==> src/rtl/core/color_wheel_pixel_converter_top_macros.svh <==
// Assertion helpers shared by the colour wheel pipeline.
`ifndef COLOR_WHEEL_PIXEL_CONVERTER_TOP_MACROS_SVH
`define COLOR_WHEEL_PIXEL_CONVERTER_TOP_MACROS_SVH

// Same-cycle implication, checked on every rising edge out of reset.
`define CWPC_ASSERT_IMP(lbl, clk, rst_n, ante, cons) \
  lbl: assert property (@(posedge clk) disable iff (!rst_n) (ante) |-> (cons)) \
    else $error("cwpc: same-cycle check failed");

// Next-cycle implication.
`define CWPC_ASSERT_NXT(lbl, clk, rst_n, ante, cons) \
  lbl: assert property (@(posedge clk) disable iff (!rst_n) (ante) |=> (cons)) \
    else $error("cwpc: next-cycle check failed");

`endif

==> src/rtl/core/cwpc_pkg.sv <==
package cwpc_pkg;

  localparam int FRAC_BITS_DEF = 12;
  localparam int DIST_BITS_DEF = 10;

  localparam int HUE_W      = 15;
  localparam int DIST_W     = 10;
  localparam int MODE_W     = 2;
  localparam int RADIUS_W   = 10;
  localparam int LEVEL_W    = 13;
  localparam int CFG_IDX_W  = 2;
  localparam int CFG_DATA_W = 13;
  localparam int CHAN_W     = 8;
  localparam int CHAN_MAX   = 255;

  // 255 * angle >> FRAC_BITS never exceeds 1530, which fits in 11 bits.
  localparam int GPRE_W     = 11;
  // floor(n / 6) == (n * 683) >> 12 for every n up to 1530.
  localparam int DIV6_MUL   = 683;
  localparam int DIV6_MUL_W = 10;
  localparam int DIV6_SHIFT = 12;

  typedef enum logic [MODE_W-1:0] {
    MODE_RGB = 2'd0,
    MODE_CMY = 2'd1,
    MODE_HSV = 2'd2,
    MODE_HSL = 2'd3
  } mode_t;

  typedef enum logic [CFG_IDX_W-1:0] {
    REG_WHEEL_MODE   = 2'd0,
    REG_WHEEL_RADIUS = 2'd1,
    REG_LEVEL        = 2'd2
  } cfg_reg_t;

  typedef enum logic [2:0] {
    SEC_RED_YEL = 3'd0,
    SEC_YEL_GRN = 3'd1,
    SEC_GRN_CYN = 3'd2,
    SEC_CYN_BLU = 3'd3,
    SEC_BLU_MAG = 3'd4,
    SEC_MAG_RED = 3'd5
  } sector_t;

  localparam mode_t                MODE_RST   = MODE_HSV;
  localparam logic [RADIUS_W-1:0]  RADIUS_RST = 10'd256;
  localparam logic [LEVEL_W-1:0]   LEVEL_RST  = 13'd4096;

  typedef struct packed {
    mode_t   mode;
    sector_t sector;
  } ctl_t;

  typedef struct packed {
    mode_t                wheel_mode;
    logic [RADIUS_W-1:0]  wheel_radius;
    logic [LEVEL_W-1:0]   level;
  } cfg_t;

  typedef struct packed {
    logic [HUE_W-1:0]  hue_angle;
    logic [DIST_W-1:0] radial_distance;
  } in_beat_t;

  typedef struct packed {
    logic [CHAN_W-1:0] red;
    logic [CHAN_W-1:0] green;
    logic [CHAN_W-1:0] blue;
  } out_pix_t;

endpackage

==> src/rtl/core/cwpc_prep.sv <==
module cwpc_prep #(
  parameter int FRAC_BITS = cwpc_pkg::FRAC_BITS_DEF,
  parameter int DIST_BITS = cwpc_pkg::DIST_BITS_DEF,
  localparam int DW = (DIST_BITS < cwpc_pkg::DIST_W) ? DIST_BITS : cwpc_pkg::DIST_W,
  localparam int LW = FRAC_BITS + 1,
  localparam int NW = DW + FRAC_BITS + 1
) (
  input  logic                          clk,
  input  logic                          rst_n,
  input  cwpc_pkg::cfg_t                cfg,
  input  logic                          in_valid,
  output logic                          in_ready,
  input  cwpc_pkg::in_beat_t            in_data,
  output logic                          dn_valid,
  input  logic                          dn_ready,
  output logic [NW-1:0]                 dn_num,
  output logic [DW-1:0]                 dn_rad,
  output cwpc_pkg::ctl_t                dn_ctl,
  output logic [LW-1:0]                 dn_lv,
  output logic [LW-1:0]                 dn_k,
  output logic [LW-1:0]                 dn_f,
  output logic [cwpc_pkg::GPRE_W-1:0]   dn_gpre,
  output logic [cwpc_pkg::CHAN_W-1:0]   dn_blue
);

  localparam int AW   = FRAC_BITS + 3;
  localparam int ONE  = 1 << FRAC_BITS;
  localparam int TURN = 6 * ONE;
  localparam int HXW  = (cwpc_pkg::HUE_W > AW) ? cwpc_pkg::HUE_W : AW;
  localparam int LXW  = (cwpc_pkg::LEVEL_W > LW) ? cwpc_pkg::LEVEL_W : LW;
  localparam logic [AW-1:0] TURN_A = AW'(TURN);
  localparam logic [LW-1:0] ONE_L  = LW'(ONE);

  logic en1;
  logic en2;

  // Stage one: clamp the angle, level, radius and distance.
  logic [HXW-1:0] hue_x;
  logic [LXW-1:0] lvl_x;
  logic [AW-1:0]  a_nxt;
  logic [LW-1:0]  lv_nxt;
  logic [DW-1:0]  rad_raw;
  logic [DW-1:0]  rad_nxt;
  logic [DW-1:0]  d_raw;
  logic [DW-1:0]  d_nxt;

  logic              s1_valid_r;
  cwpc_pkg::mode_t   s1_mode_r;
  logic [AW-1:0]     s1_a_r;
  logic [LW-1:0]     s1_lv_r;
  logic [DW-1:0]     s1_rad_r;
  logic [DW-1:0]     s1_d_r;

  assign hue_x   = HXW'(in_data.hue_angle);
  assign a_nxt   = (hue_x > HXW'(TURN)) ? TURN_A : hue_x[AW-1:0];
  assign lvl_x   = LXW'(cfg.level);
  assign lv_nxt  = (lvl_x > LXW'(ONE)) ? ONE_L : lvl_x[LW-1:0];
  assign rad_raw = cfg.wheel_radius[DW-1:0];
  assign rad_nxt = (rad_raw == '0) ? DW'(1) : rad_raw;
  assign d_raw   = in_data.radial_distance[DW-1:0];
  assign d_nxt   = (d_raw > rad_nxt) ? rad_nxt : d_raw;

  // Stage two: divider numerator, chroma factor, hue ramp, sector, and the linear green and blue terms.
  logic [DW-1:0]              lin_src;
  logic [NW-1:0]              num_lin;
  logic [NW-1:0]              num_sat;
  logic [NW-1:0]              num_nxt;
  logic [LW-1:0]              a_mod;
  logic [LW:0]                f_up;
  logic [LW-1:0]              f_nxt;
  logic [LW:0]                lv2;
  logic [LW:0]                k_dn;
  logic [LW-1:0]              k_hsl;
  logic [LW-1:0]              k_nxt;
  cwpc_pkg::sector_t          sector_nxt;
  logic [AW-1:0]              g_src;
  logic [AW+7:0]              g_prod;
  logic [LW-1:0]              b_src;
  logic [LW+7:0]              b_prod;
  logic                       is_cmy;
  logic                       is_lin;

  logic                       s2_valid_r;
  logic [NW-1:0]              s2_num_r;
  logic [DW-1:0]              s2_rad_r;
  cwpc_pkg::ctl_t             s2_ctl_r;
  logic [LW-1:0]              s2_lv_r;
  logic [LW-1:0]              s2_k_r;
  logic [LW-1:0]              s2_f_r;
  logic [cwpc_pkg::GPRE_W-1:0] s2_gpre_r;
  logic [cwpc_pkg::CHAN_W-1:0] s2_blue_r;

  assign is_cmy  = (s1_mode_r == cwpc_pkg::MODE_CMY);
  assign is_lin  = (s1_mode_r == cwpc_pkg::MODE_RGB) || is_cmy;

  assign lin_src = is_cmy ? (s1_rad_r - s1_d_r) : s1_d_r;
  assign num_lin = (NW'(lin_src) << 8) - NW'(lin_src);
  assign num_sat = NW'(s1_d_r) << FRAC_BITS;
  assign num_nxt = is_lin ? num_lin : num_sat;

  // Triangle over each third of a turn: one on odd sector edges, zero on even ones.
  assign a_mod = s1_a_r[LW-1:0];
  assign f_up  = (LW+1)'(2 * ONE) - (LW+1)'(a_mod);
  assign f_nxt = (a_mod >= ONE_L) ? f_up[LW-1:0] : a_mod;

  assign lv2   = {s1_lv_r, 1'b0};
  assign k_dn  = (LW+1)'(2 * ONE) - lv2;
  assign k_hsl = (lv2 >= (LW+1)'(ONE)) ? k_dn[LW-1:0] : lv2[LW-1:0];
  assign k_nxt = (s1_mode_r == cwpc_pkg::MODE_HSL) ? k_hsl : s1_lv_r;

  // An angle sitting exactly on a boundary belongs to the lower sector.
  always_comb begin
    if (s1_a_r <= AW'(ONE)) begin
      sector_nxt = cwpc_pkg::SEC_RED_YEL;
    end else if (s1_a_r <= AW'(2 * ONE)) begin
      sector_nxt = cwpc_pkg::SEC_YEL_GRN;
    end else if (s1_a_r <= AW'(3 * ONE)) begin
      sector_nxt = cwpc_pkg::SEC_GRN_CYN;
    end else if (s1_a_r <= AW'(4 * ONE)) begin
      sector_nxt = cwpc_pkg::SEC_CYN_BLU;
    end else if (s1_a_r <= AW'(5 * ONE)) begin
      sector_nxt = cwpc_pkg::SEC_BLU_MAG;
    end else begin
      sector_nxt = cwpc_pkg::SEC_MAG_RED;
    end
  end

  assign g_src  = is_cmy ? (TURN_A - s1_a_r) : s1_a_r;
  assign g_prod = ((AW+8)'(g_src) << 8) - (AW+8)'(g_src);
  assign b_src  = is_cmy ? (ONE_L - s1_lv_r) : s1_lv_r;
  assign b_prod = ((LW+8)'(b_src) << 8) - (LW+8)'(b_src);

  assign en2      = !s2_valid_r || dn_ready;
  assign en1      = !s1_valid_r || en2;
  assign in_ready = en1;

  always_ff @(posedge clk) begin
    if (!rst_n) begin
      s1_valid_r <= 1'b0;
      s2_valid_r <= 1'b0;
    end else begin
      if (en1) begin
        s1_valid_r <= in_valid;
      end
      if (en2) begin
        s2_valid_r <= s1_valid_r;
      end
    end
  end

  always_ff @(posedge clk) begin
    if (en1) begin
      s1_mode_r <= cfg.wheel_mode;
      s1_a_r    <= a_nxt;
      s1_lv_r   <= lv_nxt;
      s1_rad_r  <= rad_nxt;
      s1_d_r    <= d_nxt;
    end
    if (en2) begin
      s2_num_r         <= num_nxt;
      s2_rad_r         <= s1_rad_r;
      s2_ctl_r.mode    <= s1_mode_r;
      s2_ctl_r.sector  <= sector_nxt;
      s2_lv_r          <= s1_lv_r;
      s2_k_r           <= k_nxt;
      s2_f_r           <= f_nxt;
      s2_gpre_r        <= g_prod[AW+7:FRAC_BITS];
      s2_blue_r        <= b_prod[FRAC_BITS +: cwpc_pkg::CHAN_W];
    end
  end

  assign dn_valid = s2_valid_r;
  assign dn_num   = s2_num_r;
  assign dn_rad   = s2_rad_r;
  assign dn_ctl   = s2_ctl_r;
  assign dn_lv    = s2_lv_r;
  assign dn_k     = s2_k_r;
  assign dn_f     = s2_f_r;
  assign dn_gpre  = s2_gpre_r;
  assign dn_blue  = s2_blue_r;

endmodule

==> src/rtl/core/cwpc_div.sv <==
`include "color_wheel_pixel_converter_top_macros.svh"

module cwpc_div #(
  parameter int FRAC_BITS = cwpc_pkg::FRAC_BITS_DEF,
  parameter int DIST_BITS = cwpc_pkg::DIST_BITS_DEF,
  parameter int TAG_W     = 1,
  localparam int DW = (DIST_BITS < cwpc_pkg::DIST_W) ? DIST_BITS : cwpc_pkg::DIST_W,
  localparam int QB = FRAC_BITS + 1,
  localparam int NW = DW + QB
) (
  input  logic             clk,
  input  logic             rst_n,
  input  logic             up_valid,
  output logic             up_ready,
  input  logic [NW-1:0]    up_num,
  input  logic [DW-1:0]    up_rad,
  input  logic [TAG_W-1:0] up_tag,
  output logic             dn_valid,
  input  logic             dn_ready,
  output logic [QB-1:0]    dn_quo,
  output logic [TAG_W-1:0] dn_tag
);

  // Restoring division, one quotient bit per stage, most significant first.
  // The numerator is always below radius << QB, so QB bits suffice.
  logic             valid_r [QB];
  logic [NW-1:0]    rem_r   [QB];
  logic [DW-1:0]    rad_r   [QB];
  logic [QB-1:0]    quo_r   [QB];
  logic [TAG_W-1:0] tag_r   [QB];
  logic             en      [QB];

  genvar j;
  for (j = 0; j < QB; j++) begin : g_step
    localparam int BIT = QB - 1 - j;

    logic             v_in;
    logic [NW-1:0]    rem_in;
    logic [DW-1:0]    rad_in;
    logic [QB-1:0]    quo_in;
    logic [TAG_W-1:0] tag_in;
    logic             dn_en;
    logic [NW-1:0]    trial;
    logic             take;
    logic [NW-1:0]    rem_nxt;
    logic [QB-1:0]    quo_nxt;

    if (j == 0) begin : g_head
      assign v_in   = up_valid;
      assign rem_in = up_num;
      assign rad_in = up_rad;
      assign quo_in = '0;
      assign tag_in = up_tag;
    end else begin : g_body
      assign v_in   = valid_r[j-1];
      assign rem_in = rem_r[j-1];
      assign rad_in = rad_r[j-1];
      assign quo_in = quo_r[j-1];
      assign tag_in = tag_r[j-1];
    end

    if (j == QB - 1) begin : g_last
      assign dn_en = dn_ready;
    end else begin : g_mid
      assign dn_en = en[j+1];
    end

    assign en[j]   = !valid_r[j] || dn_en;
    assign trial   = NW'(rad_in) << BIT;
    assign take    = (rem_in >= trial);
    assign rem_nxt = take ? (rem_in - trial) : rem_in;
    assign quo_nxt = quo_in | (QB'(take) << BIT);

    always_ff @(posedge clk) begin
      if (!rst_n) begin
        valid_r[j] <= 1'b0;
      end else if (en[j]) begin
        valid_r[j] <= v_in;
      end
    end

    always_ff @(posedge clk) begin
      if (en[j]) begin
        rem_r[j] <= rem_nxt;
        rad_r[j] <= rad_in;
        quo_r[j] <= quo_nxt;
        tag_r[j] <= tag_in;
      end
    end
  end

  assign up_ready = en[0];
  assign dn_valid = valid_r[QB-1];
  assign dn_quo   = quo_r[QB-1];
  assign dn_tag   = tag_r[QB-1];

  `CWPC_ASSERT_IMP(a_rem_below_rad, clk, rst_n, valid_r[QB-1], rem_r[QB-1] < NW'(rad_r[QB-1]))
  `CWPC_ASSERT_IMP(a_quo_in_range, clk, rst_n, valid_r[QB-1], quo_r[QB-1] <= QB'(1 << FRAC_BITS))

endmodule

==> src/rtl/core/cwpc_mix.sv <==
`include "color_wheel_pixel_converter_top_macros.svh"

module cwpc_mix #(
  parameter int FRAC_BITS = cwpc_pkg::FRAC_BITS_DEF,
  localparam int LW = FRAC_BITS + 1
) (
  input  logic                          clk,
  input  logic                          rst_n,
  input  logic                          up_valid,
  output logic                          up_ready,
  input  logic [LW-1:0]                 up_quo,
  input  cwpc_pkg::ctl_t                up_ctl,
  input  logic [LW-1:0]                 up_lv,
  input  logic [LW-1:0]                 up_k,
  input  logic [LW-1:0]                 up_f,
  input  logic [cwpc_pkg::GPRE_W-1:0]   up_gpre,
  input  logic [cwpc_pkg::CHAN_W-1:0]   up_blue,
  output logic                          dn_valid,
  input  logic                          dn_ready,
  output cwpc_pkg::out_pix_t            dn_pix
);

  localparam int TW = FRAC_BITS + 3;
  localparam int PW = TW + 8;
  localparam int GW = cwpc_pkg::GPRE_W + cwpc_pkg::DIV6_MUL_W;
  localparam int CW = cwpc_pkg::CHAN_W;

  logic en1;
  logic en2;
  logic en3;
  logic en4;

  // Stage one: chroma = k * s, and the linear green ramp divided by six.
  logic [2*LW-1:0] c_prod;
  logic [GW-1:0]   g_prod;

  logic            m1_valid_r;
  cwpc_pkg::ctl_t  m1_ctl_r;
  logic [LW-1:0]   m1_lv_r;
  logic [LW-1:0]   m1_f_r;
  logic [LW-1:0]   m1_c_r;
  logic [CW-1:0]   m1_red_r;
  logic [CW-1:0]   m1_green_r;
  logic [CW-1:0]   m1_blue_r;

  assign c_prod = (2*LW)'(up_k) * (2*LW)'(up_quo);
  assign g_prod = GW'(up_gpre) * GW'(cwpc_pkg::DIV6_MUL);

  // Stage two: secondary component x = c * f.
  logic [2*LW-1:0] x_prod;

  logic            m2_valid_r;
  cwpc_pkg::ctl_t  m2_ctl_r;
  logic [LW-1:0]   m2_lv_r;
  logic [LW-1:0]   m2_c_r;
  logic [LW-1:0]   m2_x_r;
  logic [CW-1:0]   m2_red_r;
  logic [CW-1:0]   m2_green_r;
  logic [CW-1:0]   m2_blue_r;

  assign x_prod = (2*LW)'(m1_c_r) * (2*LW)'(m1_f_r);

  // Stage three: place c and x by sector and add the level offset.
  logic [LW-1:0]   v     [3];
  logic [TW-1:0]   base  [3];
  logic [TW-1:0]   t_nxt [3];

  logic            m3_valid_r;
  cwpc_pkg::mode_t m3_mode_r;
  logic [TW-1:0]   m3_t_r [3];
  logic [CW-1:0]   m3_red_r;
  logic [CW-1:0]   m3_green_r;
  logic [CW-1:0]   m3_blue_r;

  always_comb begin
    case (m2_ctl_r.sector)
      cwpc_pkg::SEC_RED_YEL: begin
        v[0] = m2_c_r; v[1] = m2_x_r; v[2] = '0;
      end
      cwpc_pkg::SEC_YEL_GRN: begin
        v[0] = m2_x_r; v[1] = m2_c_r; v[2] = '0;
      end
      cwpc_pkg::SEC_GRN_CYN: begin
        v[0] = '0; v[1] = m2_c_r; v[2] = m2_x_r;
      end
      cwpc_pkg::SEC_CYN_BLU: begin
        v[0] = '0; v[1] = m2_x_r; v[2] = m2_c_r;
      end
      cwpc_pkg::SEC_BLU_MAG: begin
        v[0] = m2_x_r; v[1] = '0; v[2] = m2_c_r;
      end
      cwpc_pkg::SEC_MAG_RED: begin
        v[0] = m2_c_r; v[1] = '0; v[2] = m2_x_r;
      end
      default: begin
        v[0] = '0; v[1] = '0; v[2] = '0;
      end
    endcase
  end

  // HSL keeps m = L - c/2 exact by working at twice the scale.
  always_comb begin
    for (int i = 0; i < 3; i++) begin
      if (m2_ctl_r.mode == cwpc_pkg::MODE_HSL) begin
        base[i] = (TW'(v[i]) << 1) + (TW'(m2_lv_r) << 1);
      end else begin
        base[i] = TW'(v[i]) + TW'(m2_lv_r);
      end
      t_nxt[i] = base[i] - TW'(m2_c_r);
    end
  end

  // Stage four: scale to 8 bits and pick the channel set for the mode.
  logic [PW-1:0]   p_full [3];
  logic [PW-1:0]   p_shr  [3];
  logic [CW-1:0]   ch     [3];
  cwpc_pkg::out_pix_t pix_nxt;

  logic               m4_valid_r;
  cwpc_pkg::out_pix_t m4_pix_r;

  always_comb begin
    for (int i = 0; i < 3; i++) begin
      p_full[i] = (PW'(m3_t_r[i]) << 8) - PW'(m3_t_r[i]);
      if (m3_mode_r == cwpc_pkg::MODE_HSL) begin
        p_shr[i] = p_full[i] >> (FRAC_BITS + 1);
      end else begin
        p_shr[i] = p_full[i] >> FRAC_BITS;
      end
      ch[i] = (p_shr[i] > PW'(cwpc_pkg::CHAN_MAX)) ? CW'(cwpc_pkg::CHAN_MAX) : p_shr[i][CW-1:0];
    end
  end

  always_comb begin
    case (m3_mode_r) inside
      cwpc_pkg::MODE_RGB, cwpc_pkg::MODE_CMY: begin
        pix_nxt.red   = m3_red_r;
        pix_nxt.green = m3_green_r;
        pix_nxt.blue  = m3_blue_r;
      end
      default: begin
        pix_nxt.red   = ch[0];
        pix_nxt.green = ch[1];
        pix_nxt.blue  = ch[2];
      end
    endcase
  end

  assign en4      = !m4_valid_r || dn_ready;
  assign en3      = !m3_valid_r || en4;
  assign en2      = !m2_valid_r || en3;
  assign en1      = !m1_valid_r || en2;
  assign up_ready = en1;

  always_ff @(posedge clk) begin
    if (!rst_n) begin
      m1_valid_r <= 1'b0;
      m2_valid_r <= 1'b0;
      m3_valid_r <= 1'b0;
      m4_valid_r <= 1'b0;
    end else begin
      if (en1) begin
        m1_valid_r <= up_valid;
      end
      if (en2) begin
        m2_valid_r <= m1_valid_r;
      end
      if (en3) begin
        m3_valid_r <= m2_valid_r;
      end
      if (en4) begin
        m4_valid_r <= m3_valid_r;
      end
    end
  end

  always_ff @(posedge clk) begin
    if (en1) begin
      m1_ctl_r   <= up_ctl;
      m1_lv_r    <= up_lv;
      m1_f_r     <= up_f;
      m1_c_r     <= c_prod[FRAC_BITS +: LW];
      m1_red_r   <= up_quo[CW-1:0];
      m1_green_r <= g_prod[cwpc_pkg::DIV6_SHIFT +: CW];
      m1_blue_r  <= up_blue;
    end
    if (en2) begin
      m2_ctl_r   <= m1_ctl_r;
      m2_lv_r    <= m1_lv_r;
      m2_c_r     <= m1_c_r;
      m2_x_r     <= x_prod[FRAC_BITS +: LW];
      m2_red_r   <= m1_red_r;
      m2_green_r <= m1_green_r;
      m2_blue_r  <= m1_blue_r;
    end
    if (en3) begin
      m3_mode_r  <= m2_ctl_r.mode;
      m3_t_r[0]  <= t_nxt[0];
      m3_t_r[1]  <= t_nxt[1];
      m3_t_r[2]  <= t_nxt[2];
      m3_red_r   <= m2_red_r;
      m3_green_r <= m2_green_r;
      m3_blue_r  <= m2_blue_r;
    end
    if (en4) begin
      m4_pix_r   <= pix_nxt;
    end
  end

  assign dn_valid = m4_valid_r;
  assign dn_pix   = m4_pix_r;

  `CWPC_ASSERT_IMP(a_chroma_le_one, clk, rst_n, m1_valid_r, m1_c_r <= LW'(1 << FRAC_BITS))
  `CWPC_ASSERT_IMP(a_x_le_chroma, clk, rst_n, m2_valid_r, m2_x_r <= m2_c_r)

endmodule

==> src/rtl/core/color_wheel_pixel_converter_top.sv <==
// Colour wheel pixel converter: turns a hue angle (4096 units per sixth of a
// turn) and a distance from the wheel centre into an 8-bit RGB pixel, in RGB,
// CMY, HSV or HSL wheel mode. It takes one pixel per clock unless the output
// stalls it, and is built from two preparation stages, a restoring divider
// that produces one quotient bit per stage (FRAC_BITS + 1 stages, setting the
// depth), and four stages of multiply, mix and scale. Back-pressure on the
// output stalls only the stages that are full, so bubbles close up. The mode,
// radius and level registers come out of reset as HSV, 256 and 1.0 and must be
// written only while no pixel is in flight.
`include "color_wheel_pixel_converter_top_macros.svh"

module color_wheel_pixel_converter_top #(
  parameter int FRAC_BITS = cwpc_pkg::FRAC_BITS_DEF,
  parameter int DIST_BITS = cwpc_pkg::DIST_BITS_DEF
) (
  input  logic                              clk,
  input  logic                              rst_n,
  input  logic                              in_valid,
  output logic                              in_ready,
  input  cwpc_pkg::in_beat_t                in_data,
  output logic                              out_valid,
  input  logic                              out_ready,
  output cwpc_pkg::out_pix_t                out_data,
  input  logic                              cfg_wr_en,
  input  logic [cwpc_pkg::CFG_IDX_W-1:0]    cfg_idx,
  input  logic [cwpc_pkg::CFG_DATA_W-1:0]   cfg_wdata
);

  localparam int DW    = (DIST_BITS < cwpc_pkg::DIST_W) ? DIST_BITS : cwpc_pkg::DIST_W;
  localparam int LW    = FRAC_BITS + 1;
  localparam int NW    = DW + FRAC_BITS + 1;
  localparam int TAG_W = $bits(cwpc_pkg::ctl_t) + 3 * LW + cwpc_pkg::GPRE_W
                         + cwpc_pkg::CHAN_W;

  cwpc_pkg::mode_t                 wheel_mode_r;
  logic [cwpc_pkg::RADIUS_W-1:0]   wheel_radius_r;
  logic [cwpc_pkg::LEVEL_W-1:0]    level_r;
  cwpc_pkg::cfg_t                  cfg;

  always_ff @(posedge clk) begin
    if (!rst_n) begin
      wheel_mode_r   <= cwpc_pkg::MODE_RST;
      wheel_radius_r <= cwpc_pkg::RADIUS_RST;
      level_r        <= cwpc_pkg::LEVEL_RST;
    end else if (cfg_wr_en) begin
      unique case (cfg_idx)
        cwpc_pkg::REG_WHEEL_MODE: begin
          wheel_mode_r <= cwpc_pkg::mode_t'(cfg_wdata[cwpc_pkg::MODE_W-1:0]);
        end
        cwpc_pkg::REG_WHEEL_RADIUS: begin
          wheel_radius_r <= cfg_wdata[cwpc_pkg::RADIUS_W-1:0];
        end
        cwpc_pkg::REG_LEVEL: begin
          level_r <= cfg_wdata[cwpc_pkg::LEVEL_W-1:0];
        end
        default: begin
          // Writes to unused indexes are dropped.
        end
      endcase
    end
  end

  assign cfg.wheel_mode   = wheel_mode_r;
  assign cfg.wheel_radius = wheel_radius_r;
  assign cfg.level        = level_r;

  // Preparation to divider.
  logic                         p_valid;
  logic                         p_ready;
  logic [NW-1:0]                p_num;
  logic [DW-1:0]                p_rad;
  cwpc_pkg::ctl_t               p_ctl;
  logic [LW-1:0]                p_lv;
  logic [LW-1:0]                p_k;
  logic [LW-1:0]                p_f;
  logic [cwpc_pkg::GPRE_W-1:0]  p_gpre;
  logic [cwpc_pkg::CHAN_W-1:0]  p_blue;
  logic [TAG_W-1:0]             p_tag;

  // Divider to mixer.
  logic                         d_valid;
  logic                         d_ready;
  logic [LW-1:0]                d_quo;
  logic [TAG_W-1:0]             d_tag;
  cwpc_pkg::ctl_t               d_ctl;
  logic [LW-1:0]                d_lv;
  logic [LW-1:0]                d_k;
  logic [LW-1:0]                d_f;
  logic [cwpc_pkg::GPRE_W-1:0]  d_gpre;
  logic [cwpc_pkg::CHAN_W-1:0]  d_blue;

  cwpc_prep #(
    .FRAC_BITS (FRAC_BITS),
    .DIST_BITS (DIST_BITS)
  ) u_prep (
    .clk      (clk),
    .rst_n    (rst_n),
    .cfg      (cfg),
    .in_valid (in_valid),
    .in_ready (in_ready),
    .in_data  (in_data),
    .dn_valid (p_valid),
    .dn_ready (p_ready),
    .dn_num   (p_num),
    .dn_rad   (p_rad),
    .dn_ctl   (p_ctl),
    .dn_lv    (p_lv),
    .dn_k     (p_k),
    .dn_f     (p_f),
    .dn_gpre  (p_gpre),
    .dn_blue  (p_blue)
  );

  // Everything the mixer needs rides alongside the divider as one tag.
  assign p_tag = {p_ctl, p_lv, p_k, p_f, p_gpre, p_blue};

  cwpc_div #(
    .FRAC_BITS (FRAC_BITS),
    .DIST_BITS (DIST_BITS),
    .TAG_W     (TAG_W)
  ) u_div (
    .clk      (clk),
    .rst_n    (rst_n),
    .up_valid (p_valid),
    .up_ready (p_ready),
    .up_num   (p_num),
    .up_rad   (p_rad),
    .up_tag   (p_tag),
    .dn_valid (d_valid),
    .dn_ready (d_ready),
    .dn_quo   (d_quo),
    .dn_tag   (d_tag)
  );

  assign {d_ctl, d_lv, d_k, d_f, d_gpre, d_blue} = d_tag;

  cwpc_mix #(
    .FRAC_BITS (FRAC_BITS)
  ) u_mix (
    .clk      (clk),
    .rst_n    (rst_n),
    .up_valid (d_valid),
    .up_ready (d_ready),
    .up_quo   (d_quo),
    .up_ctl   (d_ctl),
    .up_lv    (d_lv),
    .up_k     (d_k),
    .up_f     (d_f),
    .up_gpre  (d_gpre),
    .up_blue  (d_blue),
    .dn_valid (out_valid),
    .dn_ready (out_ready),
    .dn_pix   (out_data)
  );

  // The input can only be held off when the whole pipe, output included, is full.
  `CWPC_ASSERT_IMP(a_stall_needs_output, clk, rst_n, !in_ready, out_valid && !out_ready)

endmodule

==> config.mk <==
export PLATFORM = sky130hd
export DESIGN_NAME = color_wheel_pixel_converter_top
export DESIGN_NICKNAME = d
export VERILOG_FILES = /design/src/rtl/core/cwpc_pkg.sv /design/src/rtl/core/cwpc_prep.sv /design/src/rtl/core/cwpc_div.sv /design/src/rtl/core/cwpc_mix.sv /design/src/rtl/core/color_wheel_pixel_converter_top.sv
export VERILOG_INCLUDE_DIRS = /design/src /design/src/rtl/core
export SDC_FILE = /design/constraint.sdc
export NUM_CORES = 2
export LEC_CHECK = 0
export ABC_CLOCK_PERIOD_IN_PS = 8200
export BUFFER_PORTS_ARGS = -buffer_cell sky130_fd_sc_hd__buf_2
export CAP_MARGIN = 10
export CORE_MARGIN = 1.5
export CORE_UTILIZATION = 58
export CTS_BUF_LIST = sky130_fd_sc_hd__clkbuf_8 sky130_fd_sc_hd__clkbuf_16
export CTS_CLUSTER_SIZE = 40
export DETAILED_ROUTE_END_ITERATION = 6
export GPL_ROUTABILITY_DRIVEN = 0
export PLACE_DENSITY = 0.73
export SLEW_MARGIN = 5
export SYNTH_ARGS = -nofsm -noshare
export SYNTH_HDL_FRONTEND = slang
export SYNTH_SLANG_ARGS = --single-unit
==> constraint.sdc <==
create_clock -name clk -period 8.2 [get_ports clk]
set_clock_uncertainty 0.1 [all_clocks]
set_input_delay 0.82 -clock clk [delete_from_list [all_inputs] [get_ports clk]]
set_output_delay 0.82 -clock clk [all_outputs]
set_load 0.01 [all_outputs]
# [Yosys cells after proc, flatten, opt, wreduce, memory -nomap -nowiden]
# Memory sizes are Yosys's and may differ from the RTL's.
# Index checks and enable logic that the tools add are counted.
[word_totals] ff_bits=363 mem_bits_rw=1475 inputBits=45 output_inout_bits=26 word_cells=309 mem_count=6
[memory_table] name="u_div.tag_r" words=13 width=63 read_ports=13 rd_ports_with_merged_regs=0 write_ports=13 line_no="cwpc_div.sv:30" rtl="logic [TAG_W-1:0] tag_r [QB];"
[memory_table] name="u_div.rem_r" words=13 width=23 read_ports=12 rd_ports_with_merged_regs=0 write_ports=13 line_no="cwpc_div.sv:27" rtl="logic [NW-1:0] rem_r [QB];"
[memory_table] name="u_div.quo_r" words=13 width=13 read_ports=13 rd_ports_with_merged_regs=0 write_ports=13 line_no="cwpc_div.sv:29" rtl="logic [QB-1:0] quo_r [QB];"
[memory_table] name="u_div.rad_r" words=13 width=10 read_ports=12 rd_ports_with_merged_regs=0 write_ports=13 line_no="cwpc_div.sv:28" rtl="logic [DW-1:0] rad_r [QB];"
[memory_table] name="u_mix.m3_t_r" words=3 width=15 read_ports=3 rd_ports_with_merged_regs=0 write_ports=3 line_no="cwpc_mix.sv:70" rtl="logic [TW-1:0] m3_t_r [3];"
[memory_table] name="u_div.valid_r" words=13 width=1 read_ports=13 rd_ports_with_merged_regs=0 write_ports=13 line_no="cwpc_div.sv:26" rtl="logic valid_r [QB];"
[classes] add_sub_neg=33 mul=3 order_cmp=26 n_eq_ne=12 mux=105 bitwise_logic=25 reduce_logical=50
[op_table] op="two-way mux 23 bit" n=13
[op_table] op="case mux 39 bit (6 select lines)" n=1
[op_table] op="subtractor 23 x 15 -> 23 bit" n=5
[op_table] op="two-way mux 1 bit" n=70
[op_table] op="two-way mux 15 bit" n=4
[op_table] op="two-way mux 13 bit" n=4
[op_table] op="multiplier 13 x 13 -> 25 bit" n=2
[op_table] op="> comparator 23 x 8 -> 1 bit, second input constant" n=2
[op_table] op="adder 14 x 14 -> 15 bit" n=3
[op_table] op="subtractor 15 x 13 -> 15 bit" n=3
[op_table] op="adder 13 x 13 -> 14 bit" n=3
[op_table] op="two-way mux 11 bit" n=3
[op_table] op="less-or-equal comparator 15 x 14 -> 1 bit, second input constant" n=2
[op_table] op="less-or-equal comparator 15 bit, second input constant" n=2
[op_table] op="two-way mux 10 bit" n=3
[op_table] op="subtractor 1 x 13 -> 13 bit, first input constant" n=2
[op_table] op="two-way mux 24 bit" n=1
[op_table] op="two-way mux 8 bit" n=3
[op_table] op=">= comparator 23 x 10 -> 1 bit" n=1
[op_table] op=">= comparator 23 x 11 -> 1 bit" n=1
[op_table] op=">= comparator 23 x 12 -> 1 bit" n=1
[op_table] op=">= comparator 23 x 13 -> 1 bit" n=1
[op_table] op=">= comparator 23 x 14 -> 1 bit" n=1
[op_table] op=">= comparator 23 x 15 -> 1 bit" n=1
[op_table] op="other kinds (60)" n=122

# [Logic depth before layout (Yosys ltp)]
[depth] word_depth=22 ltp_mapped=25 mapped_depth_nobuf=23

# [By module]
# From an unflattened synthesis, not the netlist that was laid out.
[unflattened] hier_cells=6236 hier_area_um2=83911.7
[modules_own_cells] mod="cwpc_div" n_inst=1 cells_per_inst=2762 area_each_um2=49055.8 seq_area_each_um2=39598.0
[modules_own_cells] mod="cwpc_mix" n_inst=1 cells_per_inst=2657 area_each_um2=25730.9 seq_area_each_um2=7016.7
[modules_own_cells] mod="cwpc_prep" n_inst=1 cells_per_inst=718 area_each_um2=8130.3 seq_area_each_um2=4424.2
[modules_own_cells] mod="color_wheel_pixel_converter_top" n_inst=1 cells_per_inst=99 area_each_um2=994.7 seq_area_each_um2=500.5

# [Least setup slack after synthesis]
# No wires, ideal clock.
[synth_path] kind="input to register" from="in out_ready" to="mem u_div.valid_r[2][0], in the netlist u_div.valid_r[0][2] (data pin)" setup_ps=149 arrival_ps=8355 t_required_ps=7951 slack_ps=-404 cell_stages=11 n_path_buf=1 cell_sequence="nor2b_1 -> and2_1 -> inv_1 -> nor2_1 -> and2_1 -> inv_1 -> nor3_2 -> and3_1 -> clkbuf_1 -> nand3_1 -> and3_1"
[synth_lines] element="from (decl)" line_no="color_wheel_pixel_converter_top.sv:22" rtl="input logic out_ready,"
[synth_lines] element="to (decl)" line_no="cwpc_div.sv:26"

==> results.yml <==
floorplan:
  die_h_um: 381.0
  core-area_mm2: 0.1416
  die_x_um: 381.0
  rows: 138
  num_io_pins: 71
  die-area_mm2: 0.1452
  initial_utilization_pct: 58.53
power:
  p_per_area_mw_per_mm2: 386.5
  power.leakage_nw: 36.96
  irDropWorstVdd_mv: 0.8994
worst_setup_path:
  path_common_cell: "fa_1"
  worstRegToRegCells: 20
  path_cells: "and2_1, fa_1, inv_1, fa_1, inv_1, fa_1, fa_1, inv_1, fa_1, inv_1, ha_1, a21o_1, a21o_1, a2111oi_0, o21a_1, o21ai_1, a41oi_1, nand2b_1, a21oi_1, xnor2_1"
  reg2reg_slack_ns: 1.77
  r2r_start: "u_div.quo_r[1][55]"
  reg2reg_to: "u_mix.m1_c_r[11]"
  cpPeakStageDelay_ns: 0.61
  required_ns: 8.64
  worstSetupPathType: "flop to flop"
  arrival_ns: 6.87
  slowest_stage: "a2111oi_0"
  crit_fanout: 14
  critical_path.top_delay_family: "adder cells"
  crit_buf_inv: 4
  worstSetupStartpointType: "flop"
  endpoint_kind: "flop"
yosys:
  syn_nets: 6939
  ys_warn_count: 0
  syn_inst: 6156
  ys.flop_type: "edfxtp_1"
  async_flop_share_pct: 0
  netlist_area_mm2: 0.08287
  ys_ff_latch: 1727
  synth_edf_count: 1695
  avgSynthCellArea_um2: 13.46
  seq_area_frac_synth_pct: 62.19
  synthDistinctLibCells: 88
layout:
  layout_common_cells: "edfxtp_1 (1695), inv_1 (699), nand2_1 (578)"
  multiInputGateArea_mm2: 0.02831
  final_core_util_pct: 64.15
  nFillCells: 9991
  syn_to_final_growth_pct: 9.606
  drive_gt1_share_pct: 6.769
  final_area_mm2: 0.09083
  final_common_cell: "edfxtp_1"
  final-seq-area_mm2: 0.05154
  layout.nets: 7061
clock_network:
  cts_setup_buffers: 0
  numClockSinks: 1727
  insertion_delay_ns: 0.80
  cts_tree: "done"
  htreeDepth: 4
  cts_buffers: 167
  cts_resized: 0
  cts_root_buf: "clkbuf_16"
  cts.path.max_buffers: 3
  postCtsHoldBufs: 0
  clkTransAtPathRegs_ns: 0.06
route:
  drc: 0
  postRouteAntennaNets: 0
  drt_iter0_drc: 3126
  drtPass1Iterations: 6
  vias_per_cell: 5.482
  wl_per_cell_um: 17.51
  wirelength_um: 145400
  vias: 45520
sta:
  finalSetupViolations: 0
  min_period_over_period_pct: 78.39
  period_minus_slack_ns: 6.428
  tns_ns: 0
  tightest_slew_ns: 1.224
  slew_headroom_pct: 18.13
  grt_setup_unrepaired: "false"
  timing.final.max_slew_violations: 0
  finalHoldViolations: 0
  hold_ws_ns: 0.1425
  clock.fmax_ghz: 0.1556
global_route:
  grt_pass1_wl_um: 237800
  top_usage_layer: "met2"
  antenna_found_initial: 0
  grt_max_degree: 99
  grt_usage_pct: 20.45
  use_met2_pct: 36.28
  grt_use_met3_pct: 3.415
  met1_usage_pct: 25.23
  grt_pass1_vias: 46570
  gr-total-overflow: 0
place:
  hpwl_um: 103600
  port_buffers: 70
  placed_area_mm2: 0.08536
hold_path:
  min_from: "cfg_wdata[12]"
  hold_depth: 3
  hold_end: "level_r[12]"
  hp-class: "input port to flop"
run_status:
  status: "completed"
job:
  drv_cap: 0
==> per-layer routing <==
metal,vias up,routed length (µm)
li1,22100,-
met1,22000,59380
met2,1099,74480
met3,319,7022
met4,0,4533
met5,-,0
==> logic make-up after synthesis <==
kind of cell	after synthesis	synth area share, %
flip-flops	1727	62.19
AND/OR/NAND/NOR	1638	9.693
AO/OA/AOI/OAI	834	6.356
buffers and inverters	829	3.769
adder cells (fa/ha/maj)	738	13.70
XOR/XNOR	309	3.275
multiplexers	81	1.016
==> worst max-delay path by stage <==
stage	end	cells after the start	from	slack [ns]
detailed placement	u_mix.m1_c_r[11]	20	u_div.quo_r[1][55]	1.73
CTS	u_mix.m1_c_r[11]	20	u_div.quo_r[1][55]	1.73
floorplan	u_div.valid_r[0][3]	11	out_ready	0.27
global placement	u_mix.m1_c_r[11]	20	u_div.tag_r[3][38]	1.74
global route	u_mix.m1_c_r[11]	20	u_div.quo_r[1][55]	1.43
finish	u_mix.m1_c_r[11]	20	u_div.quo_r[1][55]	1.77
==> worst register-to-register path: stages, from the launching register on <==
cell and delay, ns:
edfxtp_1 0.56, and2_1 0.26, fa_1 0.54, inv_1 0.07
fa_1 0.54, inv_1 0.06, fa_1 0.47, fa_1 0.49
inv_1 0.05, fa_1 0.53, inv_1 0.05, ha_1 0.30
a21o_1 0.18, a21o_1 0.19, a2111oi_0 0.61, o21a_1 0.27
o21ai_1 0.15, a41oi_1 0.36, nand2b_1 0.13, a21oi_1 0.19
xnor2_1 0.08
==> cells in the mapped netlist, types with 12 or more instances <==
| cell type | count | area share (%) |
|---|---|---|
| edfxtp_1 | 1695 | 61 |
| inv_1 | 678 | 3.1 |
| nand2_1 | 586 | 2.7 |
| ha_1 | 456 | 6.9 |
| nor2_1 | 286 | 1.3 |
| fa_1 | 282 | 6.8 |
| o21ai_0 | 229 | 1.4 |
| a21oi_1 | 224 | 1.4 |
| and2_1 | 200 | 1.5 |
| xnor2_1 | 187 | 2.0 |
| clkbuf_1 | 134 | 0.61 |
| xor2_1 | 121 | 1.3 |
| nor3_1 | 96 | 0.58 |
| nand3_1 | 80 | 0.48 |
| nor2b_1 | 70 | 0.53 |
| a21o_1 | 58 | 0.53 |
| nand2b_1 | 58 | 0.44 |
| mux2i_1 | 56 | 0.68 |
| nor4_1 | 52 | 0.39 |
| o21a_1 | 45 | 0.41 |
| and3_1 | 44 | 0.33 |
| a21boi_0 | 41 | 0.37 |
| o31ai_1 | 34 | 0.31 |
| or3_1 | 34 | 0.26 |
| dfxtp_1 | 32 | 0.77 |
| nand4_1 | 32 | 0.24 |
| a31oi_1 | 26 | 0.20 |
| mux2_2 | 25 | 0.34 |
| a211oi_1 | 18 | 0.16 |
| o211ai_1 | 18 | 0.16 |
| o22ai_1 | 16 | 0.12 |
| or4_1 | 15 | 0.14 |
| or2_2 | 14 | 0.11 |
| nor3b_1 | 13 | 0.12 |
| o2111ai_1 | 13 | 0.14 |
| nand3b_1 | 12 | 0.11 |
==> cell type report <==
type / count / area share [%]
repair buffers: 102 / 0.6722
inverters: 680 / 2.823
multi-input cells: 3600 / 31.17
clock inverters: 132 / 1.303
flip-flops and latches: 1727 / 56.74
clock buffers: 171 / 4.686
diodes: 1 / 0.002755
well taps: 1890 / 2.604
==> through the flow <==
step / instances / power (W) / setup WS (ns)
final: 8303 / 0.03510 / 1.772
after global routing: 8302 / 0.03802 / 1.432
after CTS: 8301 / 0.03535 / 1.729
after detailed placement: 7998 / 0.02768 / 1.728
after global placement: 7998 / 0.02706 / 1.742
after floorplan: 6156 / 0.02424 / 0.2746
==> state kept, by name (all words and copies together), names as in the netlist, 11 cells and up <==
name,cells
u_mix.m2_x_r,13
u_prep.dn_f,13
u_div.rem_r,276
u_prep.s1_a_r,15
u_prep.dn_num,23
u_prep.dn_k,13
u_prep.dn_lv,13
u_mix.m2_lv_r,13
u_prep.s1_lv_r,13
u_prep.dn_gpre,11
u_mix.m1_f_r,13
u_div.tag_r,819
u_div.rad_r,120
u_div.quo_r,91
u_mix.m2_c_r,13
u_mix.m3_t_r,45
level_r,13
u_mix.dn_pix,24
u_mix.m1_lv_r,13
u_mix.m1_c_r,13
u_div.valid_r,13
==> report_power, final <==
part / leakage [nW] / switching, W / total, W / internal, W
sequential: 18.7 / 0.00102 / 0.0130 / 0.0120
combinational: 15.5 / 0.00809 / 0.0146 / 0.00653
clock: 2.71 / 0.00323 / 0.00749 / 0.00426
total: 37.0 / 0.0123 / 0.0351 / 0.0228
No activity file was read; power rests on OpenSTA's default activity.
